<file path="src/rtl/core/gmc_pkg.sv">
`timescale 1ns / 1ps
package gmc_pkg;

	// Default sizing of the grid and of the stored cell cost.
	localparam int GRID_MAX_DEF = 128;
	localparam int COST_BITS_DEF = 16;

	// Widths of the channel payloads.
	localparam int CELL_COST_W = 16;
	localparam int GRID_SIZE_W = 8;
	localparam int BUDGET_W = 31;
	localparam int CFG_IDX_W = 2;

	// Depth of the queue between the front and the back.
	localparam int FIFO_DEPTH = 4;
	localparam int FIFO_PTR_W = 2;

	// Configuration register indexes.
	typedef enum logic [CFG_IDX_W-1:0] {
		CFG_GRID_SIZE = 2'd0,
		CFG_BUDGET    = 2'd1
	} cfg_reg_t;

endpackage

</file>
<file path="src/rtl/core/gmc_cell_if.sv">
`timescale 1ns / 1ps
interface gmc_cell_if;
	logic                             valid;
	logic                             ready;
	logic [gmc_pkg::CELL_COST_W-1:0]  cell_cost;
	logic                             last_cell;

	modport source (output valid, output cell_cost, output last_cell, input ready);
	modport sink (input valid, input cell_cost, input last_cell, output ready);
endinterface

</file>
<file path="src/rtl/core/gmc_front.sv">
`timescale 1ns / 1ps
module gmc_front #(
	parameter int COST_BITS = gmc_pkg::COST_BITS_DEF
) (
	input  logic                 clk,
	input  logic                 arst_n,
	gmc_cell_if.sink             cells,
	output logic                 item_valid,
	input  logic                 item_ready,
	output logic [COST_BITS-1:0] item_cost,
	output logic                 item_last
);
	import gmc_pkg::*;

	logic [COST_BITS-1:0]  cost_q [FIFO_DEPTH];
	logic                  last_q [FIFO_DEPTH];
	logic [FIFO_PTR_W-1:0] wr_ptr_q;
	logic [FIFO_PTR_W-1:0] rd_ptr_q;
	logic [FIFO_PTR_W:0]   cnt_q;
	logic                  push;
	logic                  pop;

	// The queue takes a transaction whenever it has room.
	assign cells.ready = (cnt_q != (FIFO_PTR_W+1)'(FIFO_DEPTH));
	assign push        = cells.valid && cells.ready;
	assign item_valid  = (cnt_q != '0);
	assign pop         = item_valid && item_ready;
	assign item_cost   = cost_q[rd_ptr_q];
	assign item_last   = last_q[rd_ptr_q];

	// Store the cost trimmed to the kept width, tagged with the last mark.
	always_ff @(posedge clk) begin
		if (push) begin
			cost_q[wr_ptr_q] <= COST_BITS'(cells.cell_cost);
			last_q[wr_ptr_q] <= cells.last_cell;
		end
	end

	// Pointers and fill count.
	always_ff @(posedge clk or negedge arst_n) begin
		if (!arst_n) begin
			wr_ptr_q <= '0;
			rd_ptr_q <= '0;
			cnt_q    <= '0;
		end else begin
			if (push) wr_ptr_q <= wr_ptr_q + 1'b1;
			if (pop) rd_ptr_q <= rd_ptr_q + 1'b1;
			if (push && !pop) cnt_q <= cnt_q + 1'b1;
			else if (!push && pop) cnt_q <= cnt_q - 1'b1;
		end
	end
endmodule

</file>
<file path="src/flat_wrapper.sv">
// flat-port wrapper written by rule: the top's interface ports become plain ports
module gmc_front_flat import gmc_pkg::*;
#(
	parameter int COST_BITS = gmc_pkg::COST_BITS_DEF
)
  (clk, arst_n, item_valid, item_ready, item_cost, item_last, cells_valid, cells_cell_cost, cells_last_cell, cells_ready);
  gmc_cell_if cells_i ();
  input  logic clk;
  input  logic arst_n;
  output logic item_valid;
  input  logic item_ready;
  output logic [COST_BITS-1:0] item_cost;
  output logic item_last;
  input wire logic [$bits(cells_i.valid)-1:0] cells_valid;
  input wire logic [$bits(cells_i.cell_cost)-1:0] cells_cell_cost;
  input wire logic [$bits(cells_i.last_cell)-1:0] cells_last_cell;
  output wire logic [$bits(cells_i.ready)-1:0] cells_ready;
  assign cells_i.valid = cells_valid;
  assign cells_i.cell_cost = cells_cell_cost;
  assign cells_i.last_cell = cells_last_cell;
  assign cells_ready = cells_i.ready;
  gmc_front #(.COST_BITS(COST_BITS)) u_core (.clk(clk), .arst_n(arst_n), .cells(cells_i), .item_valid(item_valid), .item_ready(item_ready), .item_cost(item_cost), .item_last(item_last));
endmodule
</file>
<file path="config.mk">
export PLATFORM = sky130hd
export DESIGN_NAME = gmc_front_flat
export DESIGN_NICKNAME = d
export VERILOG_FILES = /design/src/rtl/core/gmc_pkg.sv /design/src/rtl/core/gmc_cell_if.sv /design/src/rtl/core/gmc_front.sv /design/src/flat_wrapper.sv
export SDC_FILE = /design/constraint.sdc
export NUM_CORES = 1
export LEC_CHECK = 0
export ABC_AREA = 0
export ABC_CLOCK_PERIOD_IN_PS = 3200
export BUFFER_PORTS_ARGS = -buffer_cell sky130_fd_sc_hd__buf_2
export CORE_ASPECT_RATIO = 0.5
export CORE_MARGIN = 2
export CORE_UTILIZATION = 30
export DETAILED_ROUTE_END_ITERATION = 8
export GPL_TIMING_DRIVEN = 0
export PLACE_DENSITY = 0.59
export SLEW_MARGIN = 0
export SYNTH_ARGS = -nofsm -noshare
export SYNTH_HDL_FRONTEND = slang
export SYNTH_SLANG_ARGS = --single-unit
</file>
<file path="constraint.sdc">
create_clock -name clk -period 3.2 [get_ports clk]
set_clock_uncertainty 0.05 [all_clocks]
set_input_delay 0.64 -clock clk [delete_from_list [all_inputs] [get_ports clk]]
set_output_delay 0.64 -clock clk [all_outputs]
set_load 0.1 [all_outputs]
</file>
== Yosys cells after proc, flatten, opt, wreduce, memory -nomap -nowiden ==
Memories as Yosys holds them, arrays and structs flattened.
Index checks and enable logic that the tools add are counted.
Word-level totals
  flip-flop bits (word level): 7
  RAM bits: 68
  input port bits: 21
  output and inout port bits: 19
  logic and storage cells: 22
  memories: 2
Operators by class
  $add $sub $neg: 4
  eq/ne operators: 1
  mux-type cells: 4
  reduce and logical (&&, ||, !) cells: 8
Memories
  u_core.cost_q: depth 4, bits a word 16, rd ports 1, clocked after memory_dff 0, write ports 1, line gmc_front.sv:15  | logic [COST_BITS-1:0] cost_q [FIFO_DEPTH];
  u_core.last_q: depth 4, bits a word 1, rd ports 1, clocked after memory_dff 0, write ports 1, line gmc_front.sv:16  | logic last_q [FIFO_DEPTH];
Operators by type and width (count)
  $mux 3: 2
  $add 2x1->2 const B: 2
  $logic_and 1x1->1: 4
  $add 3x1->3 const B: 1
  $ne 3x3->1 const B: 1
  $reduce_bool 3->1: 1
  $sub 3x1->3 const B: 1
  $logic_not 1->1: 2
  $mux 1: 2
  $reduce_bool 2->1: 1

== Longest topological paths before layout ==
Gate-level depths: netlist of run 1.
  depth after elaboration: 6
  gate-level depth with buffers: 8

== Least setup slack after synthesis of run 1 ==
OpenSTA, ideal clock, no wires.
  path kind: register -> register
  start point: reg u_core.cnt_q[0]
  end point: reg u_core.cnt_q[2]
  library setup time: 79 ps
  data arrival time: 2453 ps
  path slack: 618 ps
  stages on the path, launching flop included: 9
  buffers on the path: 0
  path through: dfrtp_1 > or3_1 > nand2_1 > ha_1 > inv_1 > fa_1 > xor2_1 > nor2_1 > xor2_1
On the way
  longest elaborated chain between the ends: 5
Ends and longest elaborated chain
  start: declaration: line gmc_front.sv:19  | logic [FIFO_PTR_W:0] cnt_q;
  start signal: assignment: line gmc_front.sv:48  | if (push && !pop) cnt_q <= cnt_q + 1'b1;
  start signal: assignment: line gmc_front.sv:49  | else if (!push && pop) cnt_q <= cnt_q - 1'b1;
  $reduce_bool 3->1 (*): line gmc_front.sv:26  | assign item_valid = (cnt_q != '0);
  named net item_valid: line flat_wrapper.sv:10  | output logic item_valid;
  $logic_and 1x1->1 (*): line gmc_front.sv:27  | assign pop = item_valid && item_ready;
  $logic_not 1->1: line gmc_front.sv:48
  $logic_and 1x1->1: line gmc_front.sv:48
  $mux 3 / $reduce_bool 2->1 (equally long branches)
Mark *: on every way through the listed nets, which the timed path passes. The rest lies on a longest branch. The select of a mux whose other input is x is not followed.
A chain may end at the register's enable or synchronous reset.

== Final worst setup path of run 1 ==
  start point: reg u_core.rd_ptr_q[1]
  end point: out item_cost[6]
On the way
  longest elaborated chain between the ends: 1
Ends and longest elaborated chain
  start: declaration: line gmc_front.sv:18  | logic [FIFO_PTR_W-1:0] rd_ptr_q;
  start signal: assignment: line gmc_front.sv:47  | if (pop) rd_ptr_q <= rd_ptr_q + 1'b1;
  $mem_v2 4x16
  end: declaration: line flat_wrapper.sv:12  | output logic [COST_BITS-1:0] item_cost;
No other way between the ends.

==> results.md, run 1 <==
* Design Area, Final at 3550 µm²
* Slew Viols, Final at 0
* Core Util, Final at a little under two fifths
* NumNets Final at 201
* Critical path endpoint category: output port
* Yosys reg bits at between 70 and 80
* Antenna cells at 0
* Sink Count at 75
* RSZ-0062 raised after global routing: false
* Buffers added on ports at 39
* Yosys top cell area share at 70.3%
* Gr usage total at about a tenth
* DIE AREA at 10500 µm²
* Clock-pin slew of the registers on the worst-case setup and hold paths at 0.05 ns
* WL/cell at 14.5 µm
* CP Class: reg -> out
* Vias at 1301
* First-pass GRT wire length at 7.17 mm
* Synthesized area per cell at ~23 µm²
* Final worst path period need at between 2 and 3 ns
* FP Rows at 25
* CP startpoint kind: register
* Initial core utilization at 30.9%
* Synthesized area at just under 3000 µm²
* Synthesis-to-layout area growth at 22.1%
* Placed cell area at 3270 µm²
* Clock tree buffer depth at 2
* Fraction of layout cells with a size suffix above 1 at 35.8%
* Syn_nets at 151
* DR WL met2 at 2.46 mm
* Resize count post-CTS at 0
* H-tree depth at 3
* Clk root buf: clkbuf_16
* DRT Wirelength at 4.55 mm
* Vias in the first global route at roughly 1400
* Fin crit share at 80.6%
* Synth warn at 0
* Mapped Cells at 124
* Final Hold Viols at 0
* I/O pin cnt at 40
* DR vias/cell at 4.14
* Die Span Y at between 70 and 80 µm
* Slew margin rel. at 38.6%
* GPL Wtd Cong at 0.719
* Core Area at 9420 µm²
* Post-synthesis cell type count at 19
* Pin count of the biggest net entering global routing at 18
* Status: completed
* Initial antenna violation count at 0
* Met3 WL post-DR at approximately 160 µm
* Antenna-violating nets left at 0
* Horiz. Die Dim at ~140 µm
* DRC errors left at 0
* Worst-Margin Slew at 0.922 ns
* DR pass1 iterations at 4
* Initial drt markers at 61
* Met1 Wirelength at around 1.9 mm
* Synth area leader: edfxtp_1
* Post-DP HPWL at about 3 mm
* Worst hold path class: in -> async
* Final setup viols at 0
* Worst endpoint required time at 2.51 ns
* Crit path DAT at 1.89 ns
* Setup TNS at 0 ns
* Sequential-to-total area share from yosys stat at 76.3%
* CTS Hold Buffers Added at 0
* Worst-Skew Late Latency at ~0.32 ns
* Top Metal Used: met4
* Grt ovf at 0
* Dominant cells by area after synthesis: edfxtp_1, mux4_1, mux4_2, dfrtp_1, ha_1
* CTS Buf Count at 9
* Max Freq at roughly 0.39 GHz
* Post-CTS setup buffer count at 0
* Crit path max fanout at 10
* MaxCap Viol Count at 0
* TritonCTS clock tree: built
[registers in the layout, summed over array words and instances, names as in the netlist]
name             count
u_core.wr_ptr_q      2
u_core.cnt_q         3
u_core.last_q        4
u_core.rd_ptr_q      2
u_core.cost_q       64
[worst paths after layout]
kind	cells past startpoint	slack [ns]	startpoint	end
min in group clk	1	0.48	cells_cell_cost[11]	u_core.cost_q[1][11]$_DFFE_PP_
max reg2reg	8	1.04	u_core.cnt_q[0]$_DFFE_PN0P_	u_core.cnt_q[2]$_DFFE_PN0P_
max in group asynchronous	1	2.85	arst_n	u_core.cnt_q[1]$_DFFE_PN0P_
min	1	0.09	arst_n	u_core.cnt_q[2]$_DFFE_PN0P_
max	4	0.62	u_core.rd_ptr_q[1]$_DFFE_PN0P_	item_cost[6]
min reg2reg	1	0.50	u_core.cnt_q[2]$_DFFE_PN0P_	u_core.cnt_q[2]$_DFFE_PN0P_
[cells in the mapped netlist]
cell	instances
a21boi_2	1
and2_1	4
buf_12	1
buf_2	2
buf_6	1
dfrtp_1	7
edfxtp_1	68
fa_1	1
ha_1	5
inv_1	3
mux2_2	2
mux4_1	9
mux4_2	8
nand2_1	2
nand3_1	1
nor2_1	2
or3_1	1
xnor2_1	4
xor2_1	2
[cell type report]
cell class / instances / area [µm²]
Buffer: 4 / 41.3
Clock buffer: 12 / 236
Clock inverter: 4 / 41.3
Fill cell: 851 / 5870
Inverter: 3 / 11.3
Multi-Input combinational cell: 42 / 637
Sequential cell: 75 / 2220
Tap cell: 135 / 169
Timing Repair Buffer: 39 / 195
[layer usage]
layer	up-vias	GRT usage (%)
met2	20	16.6
met1	669	10.8
met3	8	3.91
li1	604	-
met4	0	4.29
met5	-	0
[through the flow]
stage	cells	setup WS (ns)	hold WS, ns
floorplan	124	0.618	0.294
global placement	298	0.927	0.429
detailed placement	298	0.882	0.433
CTS	314	0.576	0.0890
global route	314	0.527	0.0953
finish	314	0.620	0.0912
[cells by family (layout without fill, tap and decap cells)]
group                    after synthesis  count (layout)  synth area share (%)
adder cells (fa/ha/maj)                6               6                  2.84
XOR/XNOR                               6               6                  1.81
AO/OA/AOI/OAI                          1               1                 0.387
buffers and inverters                  7              62                  1.81
AND/OR/NAND/NOR                       10              10                  1.76
flip-flops                            75              75                  76.3
multiplexers                          19              19                  15.1
[worst max-delay path, cell delays in order, from the launching register on]
cell and delay [ns]:
dfrtp_1 0.32, buf_2 0.21, buf_2 0.33, mux4_2 0.27
buf_2 0.43
[placed cells by master, fill, tap and decap left out]
| cell | synthesis | routed |
|---|---|---|
| mux4_2 | 8 | 8 |
| or3_1 | 1 | 1 |
| bufinv_16 | 0 | 1 |
| mux2_2 | 2 | 2 |
| clkinv_1 | 0 | 3 |
| buf_12 | 1 | 1 |
| buf_2 | 2 | 41 |
| clkbuf_1 | 0 | 3 |
| fa_1 | 1 | 1 |
| and2_1 | 4 | 4 |
| inv_1 | 3 | 3 |
| nor2_1 | 2 | 2 |
| edfxtp_1 | 68 | 68 |
| ha_1 | 5 | 5 |
| dfrtp_1 | 7 | 7 |
| a21boi_2 | 1 | 1 |
| nand3_1 | 1 | 1 |
| mux4_1 | 9 | 9 |
| xnor2_1 | 4 | 4 |
| clkbuf_16 | 0 | 9 |
| nand2_1 | 2 | 2 |
| xor2_1 | 2 | 2 |
| buf_6 | 1 | 1 |
Power of run 1 is left out: the tool's default activity adds up to more than one toggle a clock period on the data nets, which glitch-free logic cannot reach.
==> run 2, diff against run 1 <==
ABC_CLOCK_PERIOD_IN_PS = 2600   (was 3200)
clock period = 2.6 ns   (was 3.2 ns; I/O delays follow)
==> results.md, run 2 (same netlist as run 1, synthesis figures left out) <==
* Slew margin rel. at 38.6% (+0.041 points)
* Placed cell area at 3270 µm² (unchanged)
* Die Span Y at 73.6 µm (unchanged)
* FF-to-FF End: u_core.cnt_q[2]$_DFFE_PN0P_
* Critical Path Sink: item_cost[6]
* Final setup viols at 0 (unchanged)
* Pin count of the biggest net entering global routing at 18 (unchanged)
* DRT Wirelength at 4.56 mm (+0.18%)
* Critical path endpoint category: output port
* First-pass GRT wire length at 7.17 mm (unchanged)
* Setup TNS at 0 ns (unchanged)
* DRC errors left at 0 (unchanged)
* Initial antenna violation count at 0 (unchanged)
* H-tree depth at 3 (unchanged)
* Worst Setup SP: u_core.rd_ptr_q[1]$_DFFE_PN0P_
* Final Hold Viols at 0 (unchanged)
* I/O pin cnt at 40 (unchanged)
* Vias in the first global route at 1417 (+0.14%)
* Status: completed
* Largest reg by FF count: u_core.cost_q
* WL/cell at 14.5 µm (-0.14%)
* CP Class: reg -> out
* Clock tree buffer depth at 2 (unchanged)
* Post-DP HPWL at 2.99 mm (unchanged)
* Grt ovf at 0 (unchanged)
* DR pass1 iterations at 4 (unchanged)
* DR vias/cell at 4.15 (about the same)
* Initial drt markers at 66 (+8.2%)
* Crit path DAT at 1.89 ns (about the same)
* Largest regs: u_core.cost_q (64), u_core.last_q (4), u_core.cnt_q (3)
* GPL Wtd Cong at 0.719 (unchanged)
* Vias at 1306 (+0.38%)
* Fin crit share at 94.6%
* Antenna cells at 0 (unchanged)
* CP startpoint kind: register
* Commonest non-fill, non-tap cell in the layout: edfxtp_1
* Post-CTS setup buffer count at 0 (unchanged)
* Cell Chain, Critical Path: buf_2 -> buf_2 -> mux4_2 -> buf_2
* FP Rows at 25 (unchanged)
* NumNets Final at 202 (+0.50%)
* Antenna-violating nets left at 0 (unchanged)
* Gr usage total at 9.64% (unchanged)
* Worst-Margin Slew at 0.921 ns (-0.000611 ns)
* Initial core utilization at 30.9% (unchanged)
* Final worst path period need at 2.46 ns
* Design Area, Final at 3560 µm² (+0.28%)
* Worst-Skew Late Latency at 0.32 ns (about the same)
* DIE AREA at 10500 µm² (unchanged)
* Horiz. Die Dim at 143 µm (unchanged)
* Worst hold path class: in -> reg
* Max Freq at around 0.41 GHz
* Buffers added on ports at 39 (unchanged)
* CTS Buf Count at 9 (unchanged)
* R2R cell count at 8 (unchanged)
* Clock-pin slew of the registers on the worst-case setup and hold paths at 0.05 ns (about the same)
* Worst endpoint required time at 2.03 ns (-0.48 ns)
* Synthesis-to-layout area growth at 22.4%
* Crit path max fanout at 10 (unchanged)
* Slew Viols, Final at 0 (unchanged)
* Fraction of layout cells with a size suffix above 1 at 35.6% (-0.20 points)
* Most frequent cells in the layout: edfxtp_1, buf_2, mux4_1, clkbuf_16, mux4_2
* RSZ-0062 raised after global routing: false
* Core Area at 9420 µm² (unchanged)
* MaxCap Viol Count at 0 (unchanged)
* Reg2reg start: u_core.cnt_q[0]$_DFFE_PN0P_
* Largest stage delay on the critical path at 0.43 ns (about the same)
* Sink Count at 75 (unchanged)
* Setup slack, reg-to-reg at 0.44 ns (-0.60 ns)
* Clk root buf: clkbuf_16
* Max reg flops at 64 (unchanged)
* Crit path max-delay cell type: buf_2
* Crit-path most repeated cell: buf_2
* TritonCTS clock tree: built
-- run 2: changes by cell type in the layout (fill, tap and decap cells not counted) --
cell	change
dlygate4sd3_1	+1
-- run 2: worst min-delay path by stage --
stage                             start                        endpoint  depth (start not counted)  slack [ns]
finish              cells_cell_cost[11]  u_core.cost_q[1][11]$_DFFE_PP_                          1        0.36
global route        cells_cell_cost[11]  u_core.cost_q[1][11]$_DFFE_PP_                          1        0.35
CTS                 cells_cell_cost[11]  u_core.cost_q[1][11]$_DFFE_PP_                          1        0.35
detailed placement               arst_n  u_core.wr_ptr_q[1]$_DFFE_PN0P_                          1        0.31
global placement                 arst_n  u_core.wr_ptr_q[0]$_DFFE_PN0P_                          1        0.31
floorplan                        arst_n     u_core.cnt_q[0]$_DFFE_PN0P_                          0        0.17
-- run 2: routing by layer --
metal	global-route usage (%)	up-vias	share of wire [%]
met5	0	-	0
met2	16.6	20	54
met4	4.29	0	1.4
met1	10.8	672	41
li1	-	606	-
met3	3.91	8	3.6
-- run 2: per-stage QoR --
step	utilization, %	setup WS [ns]	hold slack [ns]	instances
finish	37.8	0.140	0.361	315
global route	37.8	0.0467	0.354	315
CTS	37.8	0.0963	0.350	315
detailed placement	34.7	0.402	0.313	298
global placement	34.7	0.447	0.309	298
floorplan	-	0.0178	0.174	124
-- run 2: critical path, delay by kind of cell (launching register included) --
| kind | cells | cell delay (ns) |
|---|---|---|
| DFF | 1 | 0.32 |
| muxes | 1 | 0.27 |
| buffers and inverters | 3 | 0.97 |
-- run 2: cell type report --
cell class	instances	area, µm²
inverter	3	11.3
clock inverter	4	41.3
timing repair buffer	40	205
sequential	75	2220
multi-input combinational	42	637
clock buffer	12	236
tap	135	169
buffer	4	41.3
fill	852	5860
-- run 2: timing repair --
item | 4_1_cts | 5_1_grt
gates resized for setup | 0 | 0
hold endpoints to repair | 7 | 0
hold buffers | 1 | 0
Power of run 2 is left out for the same reason.
==> run 3, diff against run 2 <==
CELL_PAD_IN_SITES_DETAIL_PLACEMENT = 0   (was unset)
CELL_PAD_IN_SITES_GLOBAL_PLACEMENT = 1   (was unset)
PLACE_DENSITY = unset   (was 0.59)
PLACE_DENSITY_LB_ADDON = 0.1   (was unset)
==> results.md, run 3 (same netlist as run 1, synthesis figures left out) <==
* DR pass1 iterations at 4 (unchanged)
* Placement Setup Slack at 0.303 ns (-0.0990 ns)
* Fraction of layout cells with a size suffix above 1 at 38.3% (+2.8 points)
* Final worst path period need at 2.39 ns (-0.0670 ns)
* GPL Wtd Cong at 0.650 (-9.7%)
* Sink Count at 75 (unchanged)
* Clk root buf: clkbuf_16
* TritonCTS clock tree: built
* Die Span Y at 73.6 µm (unchanged)
* CP startpoint kind: register
* Initial drt markers at 88 (+33%)
* DIE AREA at 10500 µm² (unchanged)
* First-pass GRT wire length at 7.18 mm (+0.18%)
* R2R cell count at 8 (unchanged)
* Hold depth at 1 (unchanged)
* Commonest non-fill, non-tap cell in the layout: edfxtp_1
* Hold EP: u_core.cost_q[2][8]$_DFFE_PP_
* Horiz. Die Dim at 143 µm (unchanged)
* Largest reg by FF count: u_core.cost_q
* Pin count of the biggest net entering global routing at 18 (unchanged)
* Gr usage total at 10.4% (+0.75 points)
* Post-route setup slack at 0.207 ns (+0.0670 ns)
* Status: completed
* Clock-pin slew of the registers on the worst-case setup and hold paths at 0.06 ns (about the same)
* Buffers added on ports at 39 (unchanged)
* Clock tree buffer depth at 2 (unchanged)
* Crit path DAT at 1.82 ns (-0.07 ns)
* Final Hold Viols at 0 (unchanged)
* DRC errors left at 0 (unchanged)
* Crit path max fanout at 10 (unchanged)
* CTS Buf Count at 9 (unchanged)
* I/O pin cnt at 40 (unchanged)
* Critical path endpoint category: output port
* MaxCap Viol Count at 0 (unchanged)
* Initial antenna violation count at 0 (unchanged)
* Antenna-violating nets left at 0 (unchanged)
* Non-Filler Instances at 315 (unchanged)
* Largest regs: u_core.cost_q (64), u_core.last_q (4), u_core.cnt_q (3)
* Antenna cells at 0 (unchanged)
* Core Area at 9420 µm² (unchanged)
* Setup TNS at 0 ns (unchanged)
* Largest stage delay on the critical path at 0.51 ns (+0.08 ns)
* FP Rows at 25 (unchanged)
* Fin crit share at 92.0% (-2.6 points)
* Delay-heaviest family, CP: buffers and inverters
* Synthesis-to-layout area growth at 25.2%
* Setup slack, reg-to-reg at 0.40 ns (-0.04 ns)
* Crit path max-delay cell type: mux4_2
* Cell Chain, Critical Path: buf_6 -> buf_12 -> mux4_2 -> clkbuf_4
* Worst-Margin Slew at 1.00 ns (+0.0808 ns)
* CP Class: reg -> out
* Worst path bufs/invs at 3 (unchanged)
* Worst-Skew Late Latency at 0.32 ns (about the same)
* Slew margin rel. at 33.2% (-5.4 points)
* Hold Path Origin: cells_cell_cost[8]
* Worst hold path class: in -> reg
* Post-DP HPWL at 2.92 mm (-2.3%)
* Most frequent cells in the layout: edfxtp_1, buf_2, mux4_1, clkbuf_16, mux4_2
* DRT Wirelength at 4.82 mm (+5.6%)
* DR vias/cell at 4.12 (-0.69%)
* Slew Viols, Final at 0 (unchanged)
* H-tree depth at 3 (unchanged)
* Grt ovf at 0 (unchanged)
* Dpl cells at 298 (unchanged)
* Vias in the first global route at 1320 (-6.8%)
* WL/cell at 15.3 µm (+5.6%)
* NumNets Final at 202 (unchanged)
* Worst endpoint required time at 2.03 ns (about the same)
* Vias at 1297 (-0.69%)
* Final setup viols at 0 (unchanged)
* Max reg flops at 64 (unchanged)
* Reg2reg start: u_core.cnt_q[0]$_DFFE_PN0P_
* Initial core utilization at 30.9% (unchanged)
* Max Freq at 0.418 GHz (+2.8%)
* RSZ-0062 raised after global routing: false
* FF-to-FF End: u_core.cnt_q[2]$_DFFE_PN0P_
-- run 3: how the worst max path moves through the flow --
stage | start | endpoint | cells after the start
finish | u_core.rd_ptr_q[0]$_DFFE_PN0P_ | item_cost[6] | 4
global route | u_core.rd_ptr_q[1]$_DFFE_PN0P_ | item_cost[12] | 4
CTS | u_core.rd_ptr_q[1]$_DFFE_PN0P_ | item_cost[6] | 4
detailed placement | cells_valid | u_core.cost_q[2][9]$_DFFE_PP_ | 3
global placement | cells_valid | u_core.cost_q[3][9]$_DFFE_PP_ | 3
floorplan | u_core.cnt_q[0]$_DFFE_PN0P_ | u_core.cnt_q[2]$_DFFE_PN0P_ | 8
-- run 3: cell type report --
cell class | instances | area, µm²
buffer | 4 | 43.8
fill | 877 | 5780
clock buffer | 9 | 225
clock inverter | 7 | 115
inverter | 3 | 11.3
tap | 135 | 169
timing repair buffer | 40 | 220
sequential | 75 | 2220
multi-input combinational | 42 | 637
-- run 3: worst register-to-register path: cells and delay by family, from the launching register on --
kind	cells	cell delay, ns
adder cells (fa/ha/maj)	2	0.57
flip-flops	1	0.43
AND/OR/NAND/NOR	3	0.71
buffers and inverters	1	0.06
XOR/XNOR	2	0.31
-- run 3: through the flow --
stage          utilization, %  area (µm²)  hold slack, ns
2_1_floorplan               -        2910           0.174
3_3_place_gp             34.7        3270           0.315
3_5_place_dp             34.7        3270           0.323
4_1_cts                  38.5        3620           0.340
5_1_grt                  38.6        3640           0.346
6_report                 38.6        3640           0.359
-- run 3: timing repair --
item	4_1_cts	5_1_grt
hold buffers	1	0
setup endpoints to repair	0	7
hold endpoints to repair	7	0
buffers inserted	0	0
gates resized for setup	0	7
-- run 3: layer usage --
metal	track usage (%)	wire (µm)	vias up
li1	-	-	612
met1	12.4	2070	649
met2	16.5	2450	32
met3	4.43	244	4
met4	4.95	56	0
met5	0	0	-
Power of run 3 is left out for the same reason.
